**src/rtl/irrm_pkg.sv**
```systemverilog
`default_nettype none
package irrm_pkg;

   // slot map geometry
   localparam int NUM_SLOTS_DEF = 1024;
   localparam int WORD_BITS     = 64;
   localparam int BIT_IDX_W     = 6;

   // field widths
   localparam int START_W = 10;
   localparam int END_W   = 11;
   localparam int COUNT_W = 11;

   // accept counter saturation point
   localparam logic [COUNT_W-1:0] COUNT_MAX = COUNT_W'(1024);

   typedef struct packed {
      logic [START_W-1:0] range_start;
      logic [END_W-1:0]   range_end;
      logic               last_request;
   } req_type;

   typedef struct packed {
      logic               accepted;
      logic [COUNT_W-1:0] accepted_count;
   } rsp_type;

endpackage
`default_nettype wire

```
**src/rtl/irrm_ram.sv**
```systemverilog
`default_nettype none
module irrm_ram #(
   parameter int WIDTH = 64,
   parameter int DEPTH = 16,
   parameter int ADDR_W = (DEPTH > 1) ? $clog2(DEPTH) : 1
) (
   input  wire logic              clock,
   input  wire logic              wr_en,
   input  wire logic [ADDR_W-1:0] wr_addr,
   input  wire logic [WIDTH-1:0]  wr_data,
   input  wire logic              rd_en,
   input  wire logic [ADDR_W-1:0] rd_addr,
   output logic      [WIDTH-1:0]  rd_data
);

   logic [WIDTH-1:0] mem [DEPTH];

   // one write port, one registered read port
   always_ff @(posedge clock) begin
      if (wr_en) begin
         mem[wr_addr] <= wr_data;
      end
      if (rd_en) begin
         rd_data <= mem[rd_addr];
      end
   end

endmodule
`default_nettype wire

```
**src/rtl/interval_range_reservation_map_top.sv**
```systemverilog
`default_nettype none
// channel   ports                               payload
// request   req_valid / req_ready / req_data    range_start, range_end, last_request
// response  rsp_valid / rsp_ready / rsp_data    accepted, accepted_count
//
// the slot map lives in a ram of 64-bit words; a request makes two passes over its words:
// one pass reads and checks the words, a second pass reads, ors in the
// interval mask and writes back, one word per cycle through the ram's read port
// empty intervals skip both passes; a rejected request stops at the first occupied word
// reset, and every transaction flagged last, starts a clearing sweep over all
// ceil(NUM_SLOTS / 64) words during which no request is taken
// a finished response waits in the output register while the next request is taken
module interval_range_reservation_map_top #(
   parameter int NUM_SLOTS = irrm_pkg::NUM_SLOTS_DEF
) (
   input  wire logic              clock,
   input  wire logic              reset,
   input  wire logic              req_valid,
   output logic                   req_ready,
   input  wire irrm_pkg::req_type req_data,
   output logic                   rsp_valid,
   input  wire logic              rsp_ready,
   output irrm_pkg::rsp_type      rsp_data
);

   import irrm_pkg::*;

   localparam int NUM_WORDS = (NUM_SLOTS + WORD_BITS - 1) / WORD_BITS;
   localparam int WADDR_W   = (NUM_WORDS > 1) ? $clog2(NUM_WORDS) : 1;
   localparam int WPTR_W    = $clog2(NUM_WORDS + 1);
   localparam int SLOT_W    = $clog2(NUM_SLOTS + 1);
   localparam int POS_W     = (SLOT_W > END_W) ? SLOT_W : END_W;
   localparam logic [POS_W-1:0]   SLOT_LIMIT = POS_W'(NUM_SLOTS);
   localparam logic [WADDR_W-1:0] LAST_WORD  = WADDR_W'(NUM_WORDS - 1);

   typedef enum logic [2:0] {
      S_CLEAR,
      S_IDLE,
      S_CHECK,
      S_SET,
      S_DONE
   } state_type;

   state_type              state_ff, state_in;
   logic [WADDR_W-1:0]     sweep_ff, sweep_in;
   logic [WADDR_W-1:0]     lo_word_ff, lo_word_in;
   logic [WADDR_W-1:0]     hi_word_ff, hi_word_in;
   logic [BIT_IDX_W-1:0]   lo_bit_ff, lo_bit_in;
   logic [BIT_IDX_W-1:0]   hi_bit_ff, hi_bit_in;
   logic [WPTR_W-1:0]      rd_ptr_ff, rd_ptr_in;
   logic [WADDR_W-1:0]     eval_ptr_ff, eval_ptr_in;
   logic                   pend_ff, pend_in;
   logic                   busy_ff, busy_in;
   logic                   last_ff, last_in;
   logic [COUNT_W-1:0]     count_ff, count_in;
   logic                   rsp_valid_ff, rsp_valid_in;
   rsp_type                rsp_data_ff, rsp_data_in;

   logic                   ram_wr_en;
   logic [WADDR_W-1:0]     ram_wr_addr;
   logic [WORD_BITS-1:0]   ram_wr_data;
   logic                   ram_rd_en;
   logic [WADDR_W-1:0]     ram_rd_addr;
   logic [WORD_BITS-1:0]   ram_rd_data;

   logic [POS_W-1:0]       start_ext, end_ext, lo_clip, hi_clip, hi_minus;
   logic [POS_W-1:0]       lo_word_full, hi_word_full;
   logic [WORD_BITS-1:0]   word_mask;
   logic                   issue, hit, last_eval;
   logic [COUNT_W-1:0]     count_next;

   // bitmap storage
   irrm_ram #(
      .WIDTH (WORD_BITS),
      .DEPTH (NUM_WORDS),
      .ADDR_W(WADDR_W)
   ) u_map (
      .clock  (clock),
      .wr_en  (ram_wr_en),
      .wr_addr(ram_wr_addr),
      .wr_data(ram_wr_data),
      .rd_en  (ram_rd_en),
      .rd_addr(ram_rd_addr),
      .rd_data(ram_rd_data)
   );

   // clip the incoming interval to the slot range
   always_comb begin
      start_ext    = POS_W'(req_data.range_start);
      end_ext      = POS_W'(req_data.range_end);
      lo_clip      = (start_ext > SLOT_LIMIT) ? SLOT_LIMIT : start_ext;
      hi_clip      = (end_ext > SLOT_LIMIT) ? SLOT_LIMIT : end_ext;
      hi_minus     = hi_clip - POS_W'(1);
      lo_word_full = lo_clip >> BIT_IDX_W;
      hi_word_full = hi_minus >> BIT_IDX_W;
   end

   // interval bits inside the word whose read data is on hand
   always_comb begin
      word_mask = '1;
      if (eval_ptr_ff == lo_word_ff) begin
         word_mask = word_mask & ({WORD_BITS{1'b1}} << lo_bit_ff);
      end
      if (eval_ptr_ff == hi_word_ff) begin
         word_mask = word_mask &
                     ({WORD_BITS{1'b1}} >> (BIT_IDX_W'(WORD_BITS - 1) - hi_bit_ff));
      end
   end

   assign issue     = (rd_ptr_ff <= WPTR_W'(hi_word_ff));
   assign hit       = pend_ff && ((ram_rd_data & word_mask) != '0);
   assign last_eval = pend_ff && (eval_ptr_ff == hi_word_ff);

   // saturating count including this transaction when it is accepted
   always_comb begin
      count_next = count_ff;
      if (!busy_ff && (count_ff < COUNT_MAX)) begin
         count_next = count_ff + COUNT_W'(1);
      end
   end

   // sequencer next state
   always_comb begin
      state_in     = state_ff;
      sweep_in     = sweep_ff;
      lo_word_in   = lo_word_ff;
      hi_word_in   = hi_word_ff;
      lo_bit_in    = lo_bit_ff;
      hi_bit_in    = hi_bit_ff;
      rd_ptr_in    = rd_ptr_ff;
      eval_ptr_in  = eval_ptr_ff;
      pend_in      = pend_ff;
      busy_in      = busy_ff;
      last_in      = last_ff;
      count_in     = count_ff;
      rsp_valid_in = rsp_valid_ff && !rsp_ready;
      rsp_data_in  = rsp_data_ff;
      ram_wr_en    = 1'b0;
      ram_wr_addr  = eval_ptr_ff;
      ram_wr_data  = ram_rd_data | word_mask;
      ram_rd_en    = 1'b0;
      ram_rd_addr  = rd_ptr_ff[WADDR_W-1:0];

      unique case (state_ff)
         S_CLEAR: begin
            ram_wr_en   = 1'b1;
            ram_wr_addr = sweep_ff;
            ram_wr_data = '0;
            sweep_in    = sweep_ff + WADDR_W'(1);
            if (sweep_ff == LAST_WORD) begin
               state_in = S_IDLE;
            end
         end
         S_IDLE: begin
            if (req_valid) begin
               last_in    = req_data.last_request;
               busy_in    = 1'b0;
               pend_in    = 1'b0;
               lo_word_in = lo_word_full[WADDR_W-1:0];
               hi_word_in = hi_word_full[WADDR_W-1:0];
               lo_bit_in  = lo_clip[BIT_IDX_W-1:0];
               hi_bit_in  = hi_minus[BIT_IDX_W-1:0];
               rd_ptr_in  = WPTR_W'(lo_word_full[WADDR_W-1:0]);
               if (hi_clip <= lo_clip) begin
                  // empty interval, nothing to check or mark
                  state_in = S_DONE;
               end else begin
                  state_in = S_CHECK;
               end
            end
         end
         S_CHECK: begin
            // stream reads, test each word as it returns
            pend_in     = issue;
            eval_ptr_in = rd_ptr_ff[WADDR_W-1:0];
            if (issue) begin
               ram_rd_en = 1'b1;
               rd_ptr_in = rd_ptr_ff + WPTR_W'(1);
            end
            if (hit) begin
               busy_in  = 1'b1;
               pend_in  = 1'b0;
               state_in = S_DONE;
            end else if (last_eval) begin
               pend_in   = 1'b0;
               rd_ptr_in = WPTR_W'(lo_word_ff);
               state_in  = S_SET;
            end
         end
         S_SET: begin
            // read word n+1 while writing back word n
            pend_in     = issue;
            eval_ptr_in = rd_ptr_ff[WADDR_W-1:0];
            if (issue) begin
               ram_rd_en = 1'b1;
               rd_ptr_in = rd_ptr_ff + WPTR_W'(1);
            end
            if (pend_ff) begin
               ram_wr_en = 1'b1;
            end
            if (last_eval) begin
               pend_in  = 1'b0;
               state_in = S_DONE;
            end
         end
         S_DONE: begin
            if (!rsp_valid_ff || rsp_ready) begin
               rsp_valid_in                = 1'b1;
               rsp_data_in.accepted        = !busy_ff;
               rsp_data_in.accepted_count  = count_next;
               if (last_ff) begin
                  count_in = '0;
                  sweep_in = '0;
                  state_in = S_CLEAR;
               end else begin
                  count_in = count_next;
                  state_in = S_IDLE;
               end
            end
         end
         default: begin
            state_in = S_IDLE;
         end
      endcase
   end

   // state and registered outputs
   always_ff @(posedge clock) begin
      if (reset) begin
         state_ff     <= S_CLEAR;
         sweep_ff     <= '0;
         pend_ff      <= 1'b0;
         busy_ff      <= 1'b0;
         count_ff     <= '0;
         rsp_valid_ff <= 1'b0;
      end else begin
         state_ff     <= state_in;
         sweep_ff     <= sweep_in;
         pend_ff      <= pend_in;
         busy_ff      <= busy_in;
         count_ff     <= count_in;
         rsp_valid_ff <= rsp_valid_in;
      end
      lo_word_ff  <= lo_word_in;
      hi_word_ff  <= hi_word_in;
      lo_bit_ff   <= lo_bit_in;
      hi_bit_ff   <= hi_bit_in;
      rd_ptr_ff   <= rd_ptr_in;
      eval_ptr_ff <= eval_ptr_in;
      last_ff     <= last_in;
      rsp_data_ff <= rsp_data_in;
   end

   assign req_ready = (state_ff == S_IDLE);
   assign rsp_valid = rsp_valid_ff;
   assign rsp_data  = rsp_data_ff;

endmodule
`default_nettype wire

```
**config.mk**
```make
export PLATFORM = sky130hd
export DESIGN_NAME = interval_range_reservation_map_top
export DESIGN_NICKNAME = d
export VERILOG_FILES = /design/src/rtl/irrm_pkg.sv /design/src/rtl/irrm_ram.sv /design/src/rtl/interval_range_reservation_map_top.sv
export SDC_FILE = /design/constraint.sdc
export NUM_CORES = 1
export LEC_CHECK = 0
export ABC_AREA = 1
export CORE_MARGIN = 2
export CORE_UTILIZATION = 45
export CTS_CLUSTER_SIZE = 40
export DETAILED_ROUTE_END_ITERATION = 8
export DONT_BUFFER_PORTS = 1
export PLACE_DENSITY = 0.65
export SYNTH_ARGS = -nofsm -noshare
export SYNTH_HDL_FRONTEND = slang
export SYNTH_HIERARCHICAL = 1
export SYNTH_SLANG_ARGS = --single-unit
```
**constraint.sdc**
```tcl
create_clock -name clock -period 9.95 [get_ports clock]
set_input_delay 0 -clock clock [delete_from_list [all_inputs] [get_ports clock]]
set_output_delay 0 -clock clock [all_outputs]
set_load 0.01 [all_outputs]
```
==> flow_summary.ini <==
[outcome]
status = finished, final reports clean

[die]
fp.dieW_um = 345
ios = 40
die-area_sq_um = 119000
initial_core_util_pct = 45.3
die_h_um = 345
core_sq_um = 116000
rows = 125

[setup_path]
cp_top_family = buffers and inverters
start_kind = flop
r2r-end = u_map/rd_data[5]$_DFFE_PP_
crit_path_max_fanout = 170
cp_num_buf_inv = 4
cp-end-kind = flop
cpPeakStageDelay_ns = 0.85
cp.required_ns = 10.42
reg2reg_depth = 9
critPathSlowestCell = buf_4
rrSetupSlack_ns = 5.53
cp.arrival_ns = 4.90
crit_chain = buf_4, buf_12, buf_4, buf_4, nand2_1, nand3_1, nand3_1, nand3_1, nand2_1
critPathKind = reg2reg
r2r_start = rd_ptr_ff[0]$_DFFE_PP_

[power]
p_int_uw = 10900
power_uw = 17100
seq_power_share_pct = 44.9
p_sw_uw = 6200
swShare_pct = 36.2
leakagePower_uw = 0.0244
power_density_nw_per_um2 = 297
clockPowerShare_pct = 24.8
pwr-share-comb_pct = 30.2
peakVddDrop_uv = 247

[yosys]
synth_flop_cell = edfxtp_1
syn_area_sq_um = 52400
synthTopCellsByArea = edfxtp_1 65%, nand2_1 12%, nand3_1 8.4%
synth_common_cells = 1626 x nand2_1, 1130 x edfxtp_1, 924 x inv_1
yosysSeqAreaShare_pct = 65.6
syn_nets = 5327
post-synth-top-count-cell = nand2_1
synthArstFlopShare_pct = 0
synth_cells = 5283
synth.largest_area_cell = edfxtp_1
avgSynthCellArea_sq_um = 9.91
yosysWarnings = 6
synth_edf_count = 1130
ys_types = 43
yosysTopAreaCellShare_pct = 64.8
ys_ff_latch = 1151

[detailed_routing]
final_antenna_net_count = 0
vias_per_cell = 5.29
drt-pass1-iter-count = 6
num_vias = 36400
drtIter0Drc = 3970
drcViolationCount = 0
wl_mm = 138
wl_per_cell_um = 20.0

[flow_run]
cap_violations = 0

[worst_hold_path]
hold_end = state_ff[1]$_SDFFE_PP0P_
hold_path_class = in2reg
hold_depth = 7
hold_start = req_data[19]

[sta]
worst_pin_slew_ns = 1.30
tns_ns = 0
setup_viol = 0
drv_slew = 0
fin_crit_sh_pct = 44.5
fin_skew_ns = 0.0876
finalCriticalPeriod_ns = 4.42
hold_violations = 0
relSlewSlack_pct = 13.3
rsz0062_at_grt = false
fmax_mhz = 226

[finish]
fillers = 10300
seqCellArea_sq_um = 34400
area_growth_pct = 10.0
multi_input_area_sq_um = 13200
layout.nets = 5300
layout-drive-gt1-share_pct = 5.70

[clock_tree]
post_cts_buffers = 0
cts_buffers = 115
ctsResizeCount = 0
cts_tree = built
cts.reportedPaths.clkPinSlew_ns = 0.07
cts_buffer_depth = 3
cts_htree_levels = 3
cts_sinks = 1151
insertion_delay_ns = 0.74
cts-root-buf = clkbuf_16
cts_hold_buf = 43

[grt]
grtUsageMet1_pct = 31.9
grtUsageMet2_pct = 36.3
grt_max_degree = 193
grt_usage_pct = 22.7
grtUsageMet3_pct = 3.16
grt_pass1_wl_mm = 208
antenna_found_initial = 3
grt_pass1_vias = 34100
grt.busiest_layer = met2
gr-total-overflow = 0

[placed_design]
io_buffers = 0
globalplace.congestion = 0.933
place.detailed.hpwl_mm = 73.3
==> stage by stage <==
step                instance area [sq um]  instances  hold WS, ns  util (%)  setup slack (ns)
finish                              57600       6877       0.0277      49.8              5.53
global route                        57600       6877       0.0519      49.8              5.19
CTS                                 57600       6876      0.00459      49.8              5.49
detailed placement                  53500       6620       0.0765      46.2              5.50
global placement                    53500       6620       0.0737      46.2              5.57
floorplan                           52400       5283       0.0989         -              5.29
==> registers in the layout, indices dropped and copies added, names as in the netlist, 3 cells and up <==
register / count
u_map/mem: 1024
count_ff: 11
rsp_data: 12
state_ff: 3
eval_ptr_ff: 4
u_map/rd_data: 64
rd_ptr_ff: 5
lo_bit_ff: 6
lo_word_ff: 4
hi_word_ff: 4
hi_bit_ff: 6
sweep_ff: 4
==> worst register-to-register path: stages (launching register included) <==
cell and delay [ns]:
edfxtp_1 0.55, buf_4 0.68, buf_12 0.60, buf_4 0.80, buf_4 0.90, nand2_1 0.19
nand3_1 0.13, nand3_1 0.11, nand3_1 0.14, nand2_1 0.08
==> kinds of logic after synthesis <==
family / after synthesis / share of synthesized area [%]
muxes: 1 / 0.0215
AOI/OAI and AO/OA: 171 / 1.86
adders and majority gates: 18 / 0.430
buffers and inverters: 1189 / 9.67
xor gates and xnor gates: 21 / 0.351
and+or+nand+nor: 2732 / 22.1
DFF: 1151 / 65.6
==> final cells by class <==
type,instances,area share [%]
Clock buffer,141,5.20
Clock inverter,72,1.21
Sequential cell,1151,59.6
Timing Repair Buffer,112,1.71
Inverter,933,6.13
Multi-Input combinational cell,2943,22.8
Antenna cell,1,0.00434
Tap cell,1524,3.31
==> per-layer routing <==
metal  wire [um]  vias to the layer above
met1       58100                    17400
met5          13                        -
li1            -                    17100
met4        4150                        2
met2       63500                     1692
met3       11900                      231
==> cells in the final DEF (no fill, tap or decap), types with 9 or more instances in the layout <==
master         instances
nand2_1             1626
edfxtp_1            1130
inv_1                923
nand3_1              877
nor2_1               155
clkbuf_16            115
a21oi_1               84
buf_4                 66
dlygate4sd3_1         43
clkinv_1              31
o21ai_0               28
clkbuf_1              24
nand4_1               23
nor2_4                22
clkinv_2              22
dfxtp_1               21
ha_1                  18
xor2_1                15
o21ai_2               14
a21oi_2               13
o211ai_1              12
bufinv_16              9
==> power groups by stage <==
stage          logic, uW  clock network [uW]  registers, uW
5_1_grt             5640                4520           7740
3_3_place_gp        5030                   0           7770
4_1_cts             5140                4330           7690
6_report            5170                4250           7690
3_5_place_dp        5110                   0           7780
2_1_floorplan       3110                   0           7770
==> how the worst max path moves through the flow <==
stage / end / cells after the start / from
2_1_floorplan: u_map/mem[10][0]$_DFFE_PP_ / 7 / state_ff[1]$_SDFFE_PP0P_
3_3_place_gp: u_map/rd_data[5]$_DFFE_PP_ / 9 / rd_ptr_ff[0]$_DFFE_PP_
3_5_place_dp: u_map/rd_data[5]$_DFFE_PP_ / 9 / rd_ptr_ff[0]$_DFFE_PP_
4_1_cts: u_map/rd_data[5]$_DFFE_PP_ / 9 / rd_ptr_ff[0]$_DFFE_PP_
5_1_grt: u_map/rd_data[5]$_DFFE_PP_ / 9 / rd_ptr_ff[0]$_DFFE_PP_
6_report: u_map/rd_data[5]$_DFFE_PP_ / 9 / rd_ptr_ff[0]$_DFFE_PP_
No activity file was read; power rests on OpenSTA's default activity.
